`config.mk`:
```
export PLATFORM = sky130hd
export DESIGN_NAME = gb5_back
export DESIGN_NICKNAME = d
export VERILOG_FILES = /design/src/rtl/core/gb5_pkg.sv /design/src/rtl/core/gb5_back.sv
export SDC_FILE = /design/constraint.sdc
export NUM_CORES = 2
export LEC_CHECK = 0
export ABC_AREA = 1
export BUFFER_PORTS_ARGS = -buffer_cell sky130_fd_sc_hd__buf_2
export CAP_MARGIN = 20
export CORE_MARGIN = 5
export CORE_UTILIZATION = 45
export CTS_CLUSTER_SIZE = 16
export DETAILED_ROUTE_END_ITERATION = 6
export GPL_TIMING_DRIVEN = 1
export MAX_ROUTING_LAYER = met4
export PLACE_DENSITY = 0.66
export SLEW_MARGIN = 10
export SYNTH_ARGS = -nofsm -noshare
export SYNTH_HDL_FRONTEND = slang
export SYNTH_SLANG_ARGS = --single-unit
```
`constraint.sdc`:
```
create_clock -name clk -period 8.8 [get_ports clk]
set_input_delay 0.44 -clock clk [delete_from_list [all_inputs] [get_ports clk]]
set_output_delay 0.44 -clock clk [all_outputs]
set_load 0.02 [all_outputs]
```
`src/rtl/core/gb5_pkg.sv`:
```
// ----------------------------------------------------------------------------
// gb5_pkg: shared types and constants for the 5x5 Gaussian blur core
// Register indexes, field widths and the front-to-back job record.
// ----------------------------------------------------------------------------
`default_nettype none
package gb5_pkg;
  localparam int KSIZE     = 5;
  localparam int SLOTS     = KSIZE - 1;
  localparam int HALF      = (KSIZE - 1) / 2;
  localparam int MAXW      = 1024;
  localparam int MAXH      = 4096;
  localparam int COLW      = 10;
  localparam int ROWW      = 12;
  localparam int LSDEPTH   = SLOTS * MAXW;
  localparam int LSAW      = $clog2(LSDEPTH);
  localparam int SLOTW     = 2;

  localparam logic [2:0] REG_WIDTH  = 3'd0;
  localparam logic [2:0] REG_HEIGHT = 3'd1;
  localparam logic [2:0] REG_TAP0   = 3'd2;
  localparam logic [2:0] REG_TAP1   = 3'd3;
  localparam logic [2:0] REG_TAP2   = 3'd4;
  localparam logic [2:0] REG_TAP3   = 3'd5;

  typedef logic [7:0] pix_t;

  typedef struct packed {
    pix_t [KSIZE-1:0] col;
    logic [ROWW-1:0]  row;
    logic [COLW-1:0]  column;
    logic             emit;
    logic             last;
  } job_t;
endpackage
`default_nettype wire

```
`src/rtl/core/gb5_back.sv`:
```
// ----------------------------------------------------------------------------
// gb5_back: window shift and weighted sum
// Shifts each column into the window; for interior centres runs a
// multiply-accumulate over the 25 taps, one tap at a time, then
// rounds, saturates and places the result in the output register.
// ----------------------------------------------------------------------------
`default_nettype none
module gb5_back (
  input  wire logic          clk,
  input  wire logic          rst_n,
  input  wire logic          q_valid,
  output logic               q_ready,
  input  gb5_pkg::job_t      q_job,
  input  wire logic [15:0]   tap0,
  input  wire logic [15:0]   tap1,
  input  wire logic [15:0]   tap2,
  output logic               out_empty,
  input  wire logic          out_pop,
  output logic [7:0]         out_blurred,
  output logic [11:0]        out_row,
  output logic [9:0]         out_column,
  output logic               out_frame_end
);
  import gb5_pkg::*;

  typedef enum logic [1:0] {S_IDLE, S_MUL, S_ACC, S_DONE} state_t;

  state_t                      state_r;
  pix_t [KSIZE-1:0][KSIZE-1:0] win_r;
  logic [2:0]                  i_r;
  logic [2:0]                  j_r;
  logic [31:0]                 wt_r;
  pix_t                        px_r;
  logic [63:0]                 acc_r;
  logic [ROWW-1:0]             row_r;
  logic [COLW-1:0]             col_r;
  logic                        last_r;
  logic                        full_r;
  logic [2:0]                  di;
  logic [2:0]                  dj;
  logic [15:0]                 wi;
  logic [15:0]                 wj;
  logic [39:0]                 prod;
  logic [32:0]                 res;
  logic                        take;

  function automatic logic [15:0] tap_sel(input logic [2:0] d, input logic [15:0] t0,
                                          input logic [15:0] t1, input logic [15:0] t2);
    logic [15:0] v;
    unique case (d)
      3'd0:    v = t0;
      3'd1:    v = t1;
      default: v = t2;
    endcase
    return v;
  endfunction

  always_comb begin
    di   = (i_r >= 3'(HALF)) ? i_r - 3'(HALF) : 3'(HALF) - i_r;
    dj   = (j_r >= 3'(HALF)) ? j_r - 3'(HALF) : 3'(HALF) - j_r;
    wi   = tap_sel(di, tap0, tap1, tap2);
    wj   = tap_sel(dj, tap0, tap1, tap2);
    prod = wt_r * px_r;
    res  = acc_r[63:31] + 33'd1;
    take = q_valid && (state_r == S_IDLE) && !(q_job.emit && full_r);
    q_ready = take;
  end

  always_ff @(posedge clk) begin
    if (!rst_n) begin
      state_r <= S_IDLE;
      full_r  <= 1'b0;
      win_r   <= '0;
    end else begin
      if (out_pop && full_r) full_r <= 1'b0;
      unique case (state_r)
        S_IDLE: begin
          if (take) begin
            for (int k = 0; k < KSIZE; k++) begin
              win_r[k] <= {q_job.col[k], win_r[k][KSIZE-1:1]};
            end
            row_r  <= q_job.row;
            col_r  <= q_job.column;
            last_r <= q_job.last;
            acc_r  <= '0;
            i_r    <= '0;
            j_r    <= '0;
            if (q_job.emit) state_r <= S_MUL;
          end
        end
        S_MUL: begin
          wt_r    <= wi * wj;
          px_r    <= win_r[i_r][j_r];
          state_r <= S_ACC;
        end
        S_ACC: begin
          acc_r <= acc_r + 64'(prod);
          if (j_r == 3'(KSIZE - 1)) begin
            j_r <= '0;
            i_r <= i_r + 1'b1;
          end else begin
            j_r <= j_r + 1'b1;
          end
          state_r <= ((i_r == 3'(KSIZE - 1)) && (j_r == 3'(KSIZE - 1))) ? S_DONE : S_MUL;
        end
        S_DONE: begin
          if (!full_r) begin
            out_blurred   <= (res[32:1] > 32'd255) ? 8'd255 : res[8:1];
            out_row       <= row_r;
            out_column    <= col_r;
            out_frame_end <= last_r;
            full_r        <= 1'b1;
            state_r       <= S_IDLE;
          end
        end
        default: state_r <= S_IDLE;
      endcase
    end
  end

  assign out_empty = !full_r;
endmodule
`default_nettype wire

```
Yosys cells after proc, flatten, opt, wreduce, memory -nomap -nowiden
Index checks and enable logic that the tools add are counted.

Flip-flop bits (word level): 367. Logic and storage cells: 107. Input bits: 116. Output and inout bits: 33.

Reductions and logical operators: 18. Add/sub/neg operators: 8. Bitwise logic cells: 1. Mux-type cells: 23. Magnitude comparators: 5. $mul: 2. Eq/ne operators: 11.

Operators by type and width (number): $pmux 64 s2 (1); $bmux 40 s3 (1); $add 64x40->64 (1); $mux 64 (1); $pmux 16 s2 (2); $mul 32x8->40 (1); $mux 40 (1); $add 33x1->33 const B (1); $gt 32x8->1 const B (1); $mul 16x16->32 (1); $bmux 8 s3 (1); $mux 3 (5); $pmux 3 s2 (2); $reduce_and 3->1 (4); $lt 3x4->1 const B (2); $mux 2 (4); $mux 8 (1); $ne 2x2->1 const B (4); $pmux 2 s4 (1); $add 3x1->3 const B (2); $eq 3x1->1 const B (2); $eq 3x3->1 const B (2); $ge 3x2->1 const B (2); $logic_not 3->1 (2); other kinds (12) (23).

Logic depth before layout (Yosys ltp)
Word-level depth: 5. Mapped depth: 39. Depth with buffers taken out: 35.

Worst setup path after synthesis
OpenSTA, ideal clock, no wires.

Path kind: register to register. Start: register j_r[1]. End: register wt_r[27] (data pin). Library setup time: 0.260 ns. Clock period less this slack: 7.199 ns. Cell stages (with the launch flop): 37. Required time: 8.540 ns. Path buffers: 4. Setup slack: 1.601 ns. Arrival: 6.939 ns. Path through: edfxtp_1 clkbuf_1 clkinv_1 clkbuf_1 ha_1 inv_1 nand2_1 o211ai_1 inv_1 nand2_2 nand2_2 inv_4 buf_6 a21oi_2 inv_2 buf_6 nand2_1 fa_1 inv_1 fa_1 inv_1 fa_1 inv_1 fa_1 fa_1 inv_1 fa_1 inv_1 ha_1 a21o_1 a31oi_1 nand2_1 nand2_1 nand2_1 nand2_1 nand2_1 xor2_1.

Word-level cells in the longest chain between the ends: 5.

Ends and longest elaborated chain: start: declaration (line gb5_back.sv:31) `logic [2:0] j_r;`; start signal: assignment (line gb5_back.sv:102) `j_r <= j_r + 1'b1;`; $sub 2x3->3, or another cell as far along (line gb5_back.sv:60) `dj = (j_r >= 3'(HALF)) ? j_r - 3'(HALF) : 3'(HALF) - j_r;`; $mux 3 (*) (line gb5_back.sv:60); $eq 3x1->1 / $logic_not 3->1 (equally long branches) (line gb5_back.sv:50) `unique case (d)`; $pmux 16 s2 (*) (line gb5_back.sv:50); $mul 16x16->32 (*) (line gb5_back.sv:92) `wt_r <= wi * wj;`; end signal: assignment (line gb5_back.sv:92); end: declaration (line gb5_back.sv:32) `logic [31:0] wt_r;`.

Mark *: on every way between the ends. The rest lies on a longest branch, timed or not. A chain may end at the register's enable or synchronous reset.

Final worst setup path
Start: register i_r[1]. End: register wt_r[25] (data pin).

Word-level cells in the longest chain between the ends: 5.

Ends and longest elaborated chain: start: declaration (line gb5_back.sv:30) `logic [2:0] i_r;`; start signal: assignment (line gb5_back.sv:100) `i_r <= i_r + 1'b1;`; $sub 2x3->3, or another cell as far along (line gb5_back.sv:59) `di = (i_r >= 3'(HALF)) ? i_r - 3'(HALF) : 3'(HALF) - i_r;`; $mux 3 (*) (line gb5_back.sv:59); $eq 3x1->1 / $logic_not 3->1 (equally long branches) (line gb5_back.sv:50); $pmux 16 s2 (*) (line gb5_back.sv:50); $mul 16x16->32 (*) (line gb5_back.sv:92).

Marks and branches as above.

==> impl_metrics.yaml <==
synth:
  synth.avg_cell_area_sq_um: 7.51
  synth_nets: 5464
  synthTopCellsByArea: "fa_1, edfxtp_1, dfxtp_1"
  synth_seq_cells: 367
  yosys_warnings: 0
  ys_types: 49
  yosysTopAreaCellShare: 0.231
  ys_seq_area_frac: 0.252
  synth_area_sq_um: 35700
  syn_inst: 4756
  yosysTopAreaCell: "fa_1"
global_routing:
  grt_max_degree: 115
  grt_pass1_wl_um: 166000
  antenna_found_initial: 0
  grt.overflow.total: 0
  grt_pass1_vias: 30700
  grt.total_usage: 0.246
detailed_routing:
  wl_per_cell_um: 17.4
  route.detailed.drc: 0
  drt_wl_total_um: 102000
  via_per_inst: 5.20
  vias: 30700
  drtAntennaViolNets: 0
  first_iter_violations: 2403
  firstDrtPassIters: 6
final_layout:
  seqCellArea_sq_um: 8990
  multi_input_area_sq_um: 22500
  area_growth_pct: 8.96
  stdcell_count: 5898
  layout-drive-gt1-share: 0.0691
  nFillCells: 7773
  diodes: 0
  nets: 5523
run:
  cap_viol_max_count: 0
floorplan:
  floorplan.initialDensity: 0.453
  placementRows: 103
  die_area_sq_um: 85100
  die_x_um: 292
  dieHeight_um: 292
  coreArea_sq_um: 78900
  io_pins: 149
timing:
  hold_slack_ns: 0.0303
  slew_headroom: 0.291
  finalHoldViolCount: 0
  clock-skew-final_ns: 0.0177
  worstMarginPinSlew_ns: 1.05
  rsz0062_at_grt: "no"
  finalCritPeriodShare: 0.927
  fin_setup_tns_ns: 0
  drv_slew: 0
  finalCriticalPeriod_ns: 8.16
  max_freq_mhz: 123
  setup_viol: 0
critical_path:
  endpoint: "wt_r[25]"
  cp_max_fo: 26
  crit_path_max_incr_delay_ns: 0.61
  crit_arrival_ns: 8.51
  cp-end-kind: "flop"
  rr_endpoint: "wt_r[25]"
  worstReg2RegStart: "i_r[1]"
  worstSetupStartpointType: "flop"
  cp.required_ns: 9.15
  rrSetupSlack_ns: 0.64
  worstRegToRegCells: 29
  setup.worst_path.start: "i_r[1]"
  crit_top_cell: "inv_1"
  worstSetupPathType: "reg2reg"
  critPathSlowestCell: "edfxtp_1"
clock_network:
  htreeDepth: 2
  clock_path_buffers: 3
  numClockSinks: 367
  path_clk_slew_ns: 0.06
  cts_root_buf: "clkbuf_16"
  cts_buffers: 43
  cts_tree: "built"
  clk-insertion-delay-late_ns: 0.60
  ctsResizeCount: 0
placed_design:
  dp.cells: 5800
  io_buffer_count: 148
  post-dp-hpwl_um: 78200
  place_congestion: 1.00
run_status:
  status: "complete, no violations"
min_path:
  hold_path.class: "in2reg"
-- cell usage in the layout, fill, tap and decap left out, types with 5 or more instances in the layout --
| cell | Yosys | routed |
|---|---|---|
| a21boi_0 | 8 | 8 |
| a21oi_1 | 104 | 103 |
| a21oi_2 | 17 | 17 |
| a21oi_4 | 14 | 15 |
| a32o_1 | 8 | 8 |
| buf_2 | 12 | 147 |
| buf_4 | 7 | 37 |
| clkbuf_1 | 135 | 8 |
| clkbuf_16 | 0 | 44 |
| clkinv_1 | 3 | 5 |
| dfxtp_1 | 203 | 203 |
| dlygate4sd3_1 | 0 | 20 |
| edfxtp_1 | 164 | 164 |
| fa_1 | 412 | 412 |
| ha_1 | 180 | 180 |
| inv_1 | 878 | 877 |
| inv_2 | 25 | 25 |
| nand2_1 | 1021 | 1021 |
| nand3_1 | 105 | 105 |
| nand3b_1 | 5 | 5 |
| nand4_1 | 27 | 27 |
| nor2_1 | 832 | 830 |
| nor2_2 | 8 | 9 |
| nor3_1 | 24 | 22 |
| o211ai_1 | 21 | 21 |
| o21a_1 | 5 | 5 |
| o21ai_0 | 351 | 351 |
| o21bai_1 | 13 | 13 |
| o221ai_1 | 14 | 14 |
| o22ai_1 | 57 | 57 |
| xnor2_1 | 8 | 8 |
| xor2_1 | 28 | 28 |
-- critical path: cells and delay by family (launching register included) --
| kind | cells | cell delay, ns |
|---|---|---|
| AOI/OAI and AO/OA | 3 | 0.82 |
| buffers and inverters | 9 | 1.14 |
| and+or+nand+nor | 8 | 1.52 |
| DFF | 1 | 0.61 |
| adders and majority gates | 8 | 3.74 |
| xor gates and xnor gates | 1 | 0.06 |
-- stage by stage --
step | area (sq um) | worst slack [ns] | utilization
detailed placement | 37200 | 0.768 | 0.472
CTS | 38900 | 0.734 | 0.493
global route | 38900 | 0.226 | 0.493
finish | 38900 | 0.640 | 0.493
floorplan | 35700 | 1.60 | -
global placement | 37200 | 0.748 | 0.472
-- what timing repair did --
item,4_1_cts,5_1_grt
hold buffers,20,0
buffers inserted,0,0
endpoints found under the hold margin,20,0
-- per-layer routing --
| metal | track usage | part of all wire |
|---|---|---|
| met5 | - | 0 |
| met3 | 0.0310 | 0.059 |
| met2 | 0.392 | 0.46 |
| met1 | 0.329 | 0.44 |
| met4 | 0.0819 | 0.037 |
-- worst min-delay path by stage --
stage                          endpoint  cells past startpoint      from
final                          col_r[4]                      1  q_job[6]
after global routing           col_r[4]                      1  q_job[6]
after CTS                        full_r                      2   out_pop
after detailed placement  out_column[4]                      0  col_r[4]
after global placement    out_column[3]                      0  col_r[3]
after floorplan           out_column[0]                      0  col_r[0]
-- cell families after synthesis --
group,share of synthesized area
fa+ha+maj,0.294
flops,0.252
compound gates,0.103
xor+xnor,0.00883
simple gates,0.224
buf+inv,0.119
-- registers in the layout, indices dropped and copies added, names as in the netlist --
signal and count:
col_r 10, state_r 2, px_r 8, full_r 1
out_frame_end 1, row_r 12, last_r 1, out_column 10
win_r 200, acc_r 64, j_r 3, out_blurred 8
out_row 12, i_r 3, wt_r 32
-- area by class of cell --
type | count | share of cell area
Clock inverter | 24 | 0.00801
Inverter | 907 | 0.0877
Clock buffer | 54 | 0.0298
Sequential cell | 367 | 0.231
Multi-Input combinational cell | 3292 | 0.579
Timing Repair Buffer | 204 | 0.0312
Tap cell | 1050 | 0.0338
-- cells in the mapped netlist, drive strengths merged --
cell type,count
o221ai,14
nand3b,5
a21oi,135
ha,180
xnor2,8
a32o,8
o21bai,13
a21o,3
nand3,106
o21ai,352
clkbuf,160
a41oi,1
o21a,5
nand4,27
o211ai,21
clkinv,3
fa,412
a211oi,4
nor2,841
buf,30
or2,3
nor3,24
inv,904
nor4,4
dfxtp,203
a31oi,2
o2111ai,1
nand2,1026
edfxtp,164
a21boi,9
and2,3
o22ai,57
xor2,28
Power is not shown: default switching activity piles up to over one toggle a cycle in this logic, so the estimate is an artifact.
