$ cat src/rtl/core/gb5_pkg.sv
// ----------------------------------------------------------------------------
// gb5_pkg: shared types and constants for the 5x5 Gaussian blur core
// Register indexes, field widths and the front-to-back job record.
// ----------------------------------------------------------------------------
`default_nettype none
package gb5_pkg;
  localparam int KSIZE     = 5;
  localparam int SLOTS     = KSIZE - 1;
  localparam int HALF      = (KSIZE - 1) / 2;
  localparam int MAXW      = 1024;
  localparam int MAXH      = 4096;
  localparam int COLW      = 10;
  localparam int ROWW      = 12;
  localparam int LSDEPTH   = SLOTS * MAXW;
  localparam int LSAW      = $clog2(LSDEPTH);
  localparam int SLOTW     = 2;

  localparam logic [2:0] REG_WIDTH  = 3'd0;
  localparam logic [2:0] REG_HEIGHT = 3'd1;
  localparam logic [2:0] REG_TAP0   = 3'd2;
  localparam logic [2:0] REG_TAP1   = 3'd3;
  localparam logic [2:0] REG_TAP2   = 3'd4;
  localparam logic [2:0] REG_TAP3   = 3'd5;

  typedef logic [7:0] pix_t;

  typedef struct packed {
    pix_t [KSIZE-1:0] col;
    logic [ROWW-1:0]  row;
    logic [COLW-1:0]  column;
    logic             emit;
    logic             last;
  } job_t;
endpackage
`default_nettype wire

$ cat src/rtl/core/gb5_queue.sv
// ----------------------------------------------------------------------------
// gb5_queue: two-entry job queue between front and back
// ----------------------------------------------------------------------------
`default_nettype none
module gb5_queue (
  input  wire logic          clk,
  input  wire logic          rst_n,
  input  wire logic          wr_valid,
  output logic               wr_ready,
  input  gb5_pkg::job_t      wr_job,
  output logic               rd_valid,
  input  wire logic          rd_ready,
  output gb5_pkg::job_t      rd_job
);
  import gb5_pkg::*;

  job_t       ent_r [2];
  logic       wp_r;
  logic       rp_r;
  logic [1:0] cnt_r;
  logic       wr;
  logic       rd;

  assign wr_ready = (cnt_r != 2'd2);
  assign rd_valid = (cnt_r != 2'd0);
  assign rd_job   = ent_r[rp_r];
  assign wr       = wr_valid && wr_ready;
  assign rd       = rd_valid && rd_ready;

  always_ff @(posedge clk) begin
    if (wr) ent_r[wp_r] <= wr_job;
    if (!rst_n) begin
      wp_r  <= 1'b0;
      rp_r  <= 1'b0;
      cnt_r <= '0;
    end else begin
      if (wr) wp_r <= ~wp_r;
      if (rd) rp_r <= ~rp_r;
      cnt_r <= cnt_r + {1'b0, wr} - {1'b0, rd};
    end
  end
endmodule
`default_nettype wire

$ cat config.mk
export PLATFORM = sky130hd
export DESIGN_NAME = gb5_queue
export DESIGN_NICKNAME = d
export VERILOG_FILES = /design/src/rtl/core/gb5_pkg.sv /design/src/rtl/core/gb5_queue.sv
export SDC_FILE = /design/constraint.sdc
export NUM_CORES = 1
export LEC_CHECK = 0
export BUFFER_PORTS_ARGS = -buffer_cell sky130_fd_sc_hd__buf_2
export CAP_MARGIN = 30
export CELL_PAD_IN_SITES_DETAIL_PLACEMENT = 1
export CELL_PAD_IN_SITES_GLOBAL_PLACEMENT = 1
export CORE_MARGIN = 4
export CORE_UTILIZATION = 40
export DETAILED_ROUTE_END_ITERATION = 10
export PLACE_DENSITY_LB_ADDON = 0.1
export SYNTH_ARGS = -nofsm -noshare
export SYNTH_HDL_FRONTEND = slang
export SYNTH_SLANG_ARGS = --single-unit
$ cat constraint.sdc
create_clock -name clk -period 3.8 [get_ports clk]
set_input_delay 0.38 -clock clk [delete_from_list [all_inputs] [get_ports clk]]
set_output_delay 0.38 -clock clk [all_outputs]
set_load 0.01 [all_outputs]
# Word-level counts from Yosys, hierarchy flattened

Memory sizes are Yosys's and may differ from the RTL's. A register that Yosys moved wholly into a read port is not among the register bits.
Index checks and enable logic that the tools add are counted.

Register bits: 4
Bits in writable memories: 128
Bits of input ports: 68
Output and inout port bits: 66
Word-level logic and storage cells: 16
Memories kept: 1

Memories:

| name  | depth | bits a word | read ports | clocked after Yosys merged registers in | write ports | line            | RTL |
|---|---|---|---|---|---|---|---|
| ent_r | 2     | 64          | 1          | 1                                       | 1           | gb5_queue.sv:17 | `job_t ent_r [2];` |

Add/sub/neg operators: 2
Equality and inequality tests: 1
Mux-type cells: 4
Bitwise operators: 2
Reduce and logical (&&, ||, !) cells: 3

Operators by type and width:

| cell               | number |
|---|---|
| $mux 1             | 4 |
| $add 2x1->2        | 1 |
| $logic_and 1x1->1  | 2 |
| $ne 2x2->1 const B | 1 |
| $not 1->1          | 2 |
| $reduce_bool 2->1  | 1 |
| $sub 2x1->2        | 1 |

# Longest topological paths before layout

Gate-level depths: netlist of the first run.

Depth in word-level cells: 4
Mapped depth: 8

# Least setup slack after synthesis of the first run

OpenSTA, ideal clock, no wires.

Kind: flip-flop to flip-flop
From: register cnt_r[0]
To: memory ent_r[0][0] (netlist bit), enable pin
Library setup time: 0.486 ns
Data arrival time: 3.333 ns
Required time: 3.314 ns
Path slack: -0.019 ns
Stages on the path, launching flop included: 4
Clock period less this slack: 3.819 ns
Cells stage by stage: dfxtp_1 > nand2b_1 > nand2_1 > nor2_1

Longest elaborated chain between the ends: 4

Ends and longest elaborated chain:

| what                         | line            | RTL |
|---|---|---|
| start, declared              | gb5_queue.sv:20 | `logic [1:0] cnt_r;` |
| start signal, assigned       | gb5_queue.sv:39 | `cnt_r <= cnt_r + {1'b0, wr} - {1'b0, rd};` |
| $ne 2x2->1                   | gb5_queue.sv:24 | `assign wr_ready = (cnt_r != 2'd2);` |
| net wr_ready                 | gb5_queue.sv:9  | `output logic wr_ready,` |
| $logic_and 1x1->1            | gb5_queue.sv:27 | `assign wr = wr_valid && wr_ready;` |
| $mux 1                       | gb5_queue.sv:31 | `if (wr) ent_r[wp_r] <= wr_job;` |
| $mux 1 (not written as such) | gb5_queue.sv:31 |  |
| end, declared                | gb5_queue.sv:17 |  |

The timed path passes the listed nets, and every way through them passes these cells.

==> impl_metrics.py, run 1 <==
metrics = {
    "synthesis": {
        "synthDominantCellAreaShare": 0.746,
        "seq_area_frac_synth": 0.765,
        "ys_warn_count": 0,
        "synth.largest_area_cell": "edfxtp_1",
        "synth_area_leaders": "edfxtp_1 75%, mux2_4 17%, buf_12 2.3%",
        "synth_fp_nets": 293,
        "ys_ff_latch": 133,
        "synth_cells": 223,
        "synth_area_mm2": 0.00515,
        "synth_area_per_cell_um2": 23.1,
        "ys_types": 18,
    },
    "drt": {
        "drtIter0Drc": 144,
        "drc": 0,
        "ant_nets": 0,
        "firstDrtPassIters": 4,
        "wl_per_cell_um": 16.7,
        "drt-total-wl_mm": 9.30,
        "vias": 2505,
        "via_per_inst": 4.51,
    },
    "sta": {
        "fmax_mhz": 393,
        "holdWs_ns": 0.156,
        "finalSetupTns_ns": 0,
        "hold_viol_final": 0,
        "slew_headroom": 0.376,
        "skew_ns": 0.00466,
        "tightest_slew_ns": 0.937,
        "fin_crit_ns": 2.55,
        "maxSlewViolCount": 0,
        "period_share": 0.670,
        "finalSetupViolations": 0,
        "grt_setup_unrepaired": "false",
    },
    "clock_tree": {
        "cts.clk_slew.worst_paths_ns": 0.05,
        "post_cts_buffers": 0,
        "clock-root-buffer": "clkbuf_16",
        "tritoncts_num_sinks": 133,
        "tritoncts": "done",
        "htree_num_levels": 4,
        "cts_hold_buf": 0,
        "cts-buffers-inserted": 17,
        "clk_path_buf_depth": 2,
        "clock_latency_ns": 0.41,
        "cts_resized": 0,
    },
    "die": {
        "dieArea_mm2": 0.0148,
        "fp.dieW_um": 122,
        "start_util": 0.408,
        "dieHeight_um": 122,
        "rows": 41,
        "core_area_mm2": 0.0126,
        "io_pins": 134,
    },
    "global_routing": {
        "grt_first_pass_wirelength_mm": 14.2,
        "track_usage": 0.134,
        "grt_start_max_net_pins": 65,
        "grt_remaining_overflow": 0,
        "antenna_found_initial": 1,
        "grt_pass1_vias": 2731,
    },
    "placement": {
        "io_buffers": 133,
        "place_congestion": 0.675,
        "dpl.hpwl_mm": 6.04,
    },
    "hold_path": {
        "worstHoldPathType": "in -> reg",
    },
    "finish": {
        "drive_above_1_share": 0.583,
        "fillCellCount": 1227,
        "finalCoreUtilization": 0.510,
        "final_cell_mix": "133 x buf_2, 128 x edfxtp_1, 60 x mux2_4",
        "antennaDiodeCount": 0,
        "fin_nets": 442,
        "final_common_cell": "buf_2",
        "areaGrowthSynthToFinish_pct": 24.8,
    },
    "critical_path": {
        "cp_max_fo": 42,
        "crit_slowest_cell": "dfxtp_4",
        "criticalPathCategory": "reg -> out",
        "critPathLaunchType": "flop",
        "worstPathRequired_ns": 3.42,
        "max_stage_delay_ns": 0.87,
        "arrival_ns": 2.17,
        "path_cells": "buf_4, mux2_4, buf_2",
        "end_kind": "primary output",
    },
    "run": {
        "cap_violations": 0,
    },
    "pwr": {
        "ir_worst_vdd_mv": 0.322,
        "power.total_w": 0.00432,
        "power-per-cell-area_mw_per_mm2": 672,
        "leakagePower_nw": 2.52,
    },
    "outcome": {
        "status": "complete, no violations",
    },
}
==> worst max-delay path, delay by kind of cell (launching register included) <==
kind | cells | cell delay [ns]
flip-flops | 1 | 0.87
buffers and inverters | 2 | 0.54
multiplexers | 1 | 0.33
==> report_power, final <==
| part | switching, W | internal, W | leakage (nW) |
|---|---|---|---|
| Clock | 0.000531 | 0.000809 | 0.230 |
| Sequential | 0.000133 | 0.00185 | 1.24 |
| Combinational | 0.000451 | 0.000552 | 1.05 |
==> per-stage QoR <==
step	setup slack, ns	std cells	instance area, um2
finish	1.25	556	6430
global route	1.09	556	6430
CTS	1.16	556	6430
detailed placement	1.61	525	5950
global placement	1.62	525	5950
floorplan	1.05	223	5160
==> flip-flops by register name, indices dropped and copies added (netlist names), named ones only <==
signal / flops
cnt_r: 2
rp_r: 1
wp_r: 1
ent_r: 128
==> cells by family (layout without fill, tap and decap cells) <==
kind of cell,after synthesis,count (layout),synth area share
buf+inv,8,169,0.0262
simple gates,11,11,0.0119
xor+xnor,3,3,0.00510
mux,65,65,0.185
flops,133,133,0.765
compound gates,1,1,0.00146
fa+ha+maj,2,2,0.00485
==> routing by layer <==
layer  part of all wire  track usage  vias up
met4              0.017       0.0581        2
met5            0.00075            0        -
met3              0.076       0.0685       16
met2               0.51        0.214       83
met1               0.39        0.151     1226
li1                   -            -     1178
==> final timing paths <==
path | slack, ns | from | to | depth (start not counted)
max | 1.25 | flop | rd_job[30] | 3
min | 0.16 | wr_job[51] | ent_r[1][51] | 1
max reg2reg | 2.02 | cnt_r[0] | ent_r[1][45] | 2
min reg2reg | 0.53 | wp_r | wp_r | 2
==> cell usage after synthesis <==
master / instances
edfxtp_1: 128
mux2_4: 60
buf_12: 6
dfxtp_1: 5
mux2_2: 4
xnor2_1: 3
and2_1: 2
ha_1: 2
nand2_1: 2
nand2b_1: 2
nor2b_1: 2
and3_1: 1
buf_6: 1
inv_1: 1
mux2i_1: 1
nor2_1: 1
o21a_1: 1
or2_2: 1
==> cell type report <==
| class | count | area (um2) | area share |
|---|---|---|---|
| sequential | 133 | 3950 | 0.614 |
| multi-input combinational | 82 | 1090 | 0.169 |
| timing repair buffer | 137 | 696 | 0.108 |
| clock buffer | 22 | 444 | 0.0690 |
| tap | 172 | 215 | 0.0334 |
| clock inverter | 9 | 38.8 | 0.00603 |
| inverter | 1 | 3.75 | 0.000583 |
Power figures use the tool's default switching activity.
==> run 2: changes to the inputs <==
- CORE_UTILIZATION: 40 -> 45
- clock period: 3.8 -> 2.5 ns (I/O delays scaled with it)
==> run 2 against run 1 <==
Net effect: global-route usage rose by 1.7 points; critical path type unchanged; cell count down 5.0%; wire length is 2.4% higher; largest power group unchanged.
==> impl_metrics.py, run 2 (synthesis gave the netlist of run 1 again) <==
metrics = {
    "placement": {
        "post-place-ws_ns": 0.767,
        "place_congestion": 0.713,
        "dpl.hpwl_mm": 6.59,
        "io_buffers": 133,
    },
    "sta": {
        "worst_slack_ns": 0.447,
        "fmax_mhz": 487,
        "finalSetupTns_ns": 0,
        "finalSetupViolations": 0,
        "period_share": 0.821,
        "skew_ns": 0.00604,
        "grt_setup_unrepaired": "false",
        "hold_viol_final": 0,
        "tightest_slew_ns": 0.493,
        "fin_crit_ns": 2.05,
        "slew_headroom": 0.670,
        "maxSlewViolCount": 0,
    },
    "critical_path": {
        "worst-r2r-cell-count": 8,
        "cp_max_fo": 22,
        "worstPathRequired_ns": 2.25,
        "critPathLaunchType": "flop",
        "path_cells": "buf_12, mux2_2, buf_2",
        "criticalPathCategory": "reg -> out",
        "max_stage_delay_ns": 0.63,
        "end_kind": "primary output",
        "arrival_ns": 1.80,
        "crit_slowest_cell": "dfxtp_4",
    },
    "pwr": {
        "clkPwrFrac": 0.369,
        "leakagePower_nw": 2.63,
        "power_frac_seq": 0.404,
        "p_sw_w": 0.00179,
        "ir_worst_vdd_mv": 0.546,
        "comb_power_share": 0.226,
        "p_int_w": 0.00552,
        "power-per-cell-area_mw_per_mm2": 1100,
        "power.total_w": 0.00731,
        "swShare": 0.245,
    },
    "die": {
        "start_util": 0.467,
        "dieArea_mm2": 0.0132,
        "io_pins": 134,
        "fp.dieW_um": 115,
        "rows": 38,
        "core_area_mm2": 0.0110,
        "dieHeight_um": 115,
    },
    "clock_tree": {
        "clock-root-buffer": "clkbuf_16",
        "cts-buffers-inserted": 17,
        "cts_hold_buf": 0,
        "cts_resized": 0,
        "clock_latency_ns": 0.40,
        "htree_num_levels": 4,
        "tritoncts_num_sinks": 133,
        "tritoncts": "done",
        "clk_path_buf_depth": 2,
        "post_cts_buffers": 0,
        "cts.clk_slew.worst_paths_ns": 0.06,
    },
    "finish": {
        "drive_above_1_share": 0.616,
        "finalCoreUtilization": 0.602,
        "top_regs": "ent_r x128, cnt_r x2",
        "seqCellArea_mm2": 0.00395,
        "top_register": "ent_r",
        "areaGrowthSynthToFinish_pct": 28.8,
        "antennaDiodeCount": 0,
        "fin_nets": 445,
        "fillCellCount": 1012,
        "multi_input_area_mm2": 0.00108,
        "final_cell_mix": "133 x buf_2, 128 x edfxtp_1, 60 x mux2_4",
        "largest_reg_flops": 128,
        "final_common_cell": "buf_2",
    },
    "drt": {
        "vias": 2524,
        "drt-total-wl_mm": 9.52,
        "met3_length_um": 542,
        "top_layer": "met5",
        "wl_per_cell_um": 18.0,
        "wl_met1_mm": 3.91,
        "drc": 0,
        "firstDrtPassIters": 4,
        "ant_nets": 0,
        "drtIter0Drc": 128,
        "via_per_inst": 4.78,
        "dr_wl_met2_mm": 4.88,
    },
    "global_routing": {
        "grt_first_pass_wirelength_mm": 14.6,
        "grt_remaining_overflow": 0,
        "antenna_found_initial": 1,
        "grt_start_max_net_pins": 34,
        "track_usage": 0.151,
        "grt_pass1_vias": 2779,
    },
    "hold_path": {
        "min_path_cells": 1,
        "worstHoldPathType": "in -> reg",
    },
    "run": {
        "cap_violations": 0,
    },
    "outcome": {
        "status": "complete, no violations",
    },
}
run 2: cell types whose count changed in the layout (fill, tap and decap cells not counted):
cell,previous run,this run
clkinvlp_4,1,4
clkinv_1,7,0
and3_4,1,0
buf_4,4,3
and3_2,0,1
clkbuf_8,0,2
buf_12,0,4
clkbuf_1,5,1
clkinv_4,0,2
bufinv_16,0,5
run 2: final timing paths:
kind / from / slack, ns / end
worst max-delay path: flop / 0.45 / rd_job[0]
worst min-delay path: wr_job[19] / 0.03 / ent_r[1][19]
worst max register to register: cnt_r[0] / 0.81 / cnt_r[1]
worst min register to register: rp_r / 0.54 / flop
run 2: power by group through the flow:
stage	clock network [W]	logic (W)	registers [W]
after floorplan	0	0.00126	0.00291
after global placement	0	0.00168	0.00299
after detailed placement	0	0.00169	0.00301
after CTS	0.00276	0.00170	0.00296
after global routing	0.00287	0.00179	0.00299
final	0.00270	0.00165	0.00295
run 2: per-stage QoR:
step / instances / hold WS [ns] / cell area, um2
after floorplan: 223 / 0.349 / 5160
after CTS: 528 / 0.0128 / 6640
final: 528 / 0.0325 / 6640
after global placement: 496 / 0.437 / 5980
after global routing: 528 / 0.0100 / 6640
after detailed placement: 496 / 0.441 / 5980
run 2: worst max-delay path, delay by kind of cell (launching register included):
| family | cells | cell delay (ns) |
|---|---|---|
| flip-flops | 1 | 0.63 |
| multiplexers | 1 | 0.35 |
| buffers and inverters | 2 | 0.40 |
run 2: metal layers:
layer  GRT usage  vias up
li1            -     1184
met3      0.0505       17
met1       0.184     1245
met2       0.248       76
met5           0        -
met4      0.0634        2
run 2: cell type report:
cell class,count,area share
timing repair buffer,140,0.116
clock inverter,12,0.0305
inverter,1,0.000565
multi-input combinational,82,0.163
tap,140,0.0264
sequential,133,0.595
clock buffer,20,0.0688
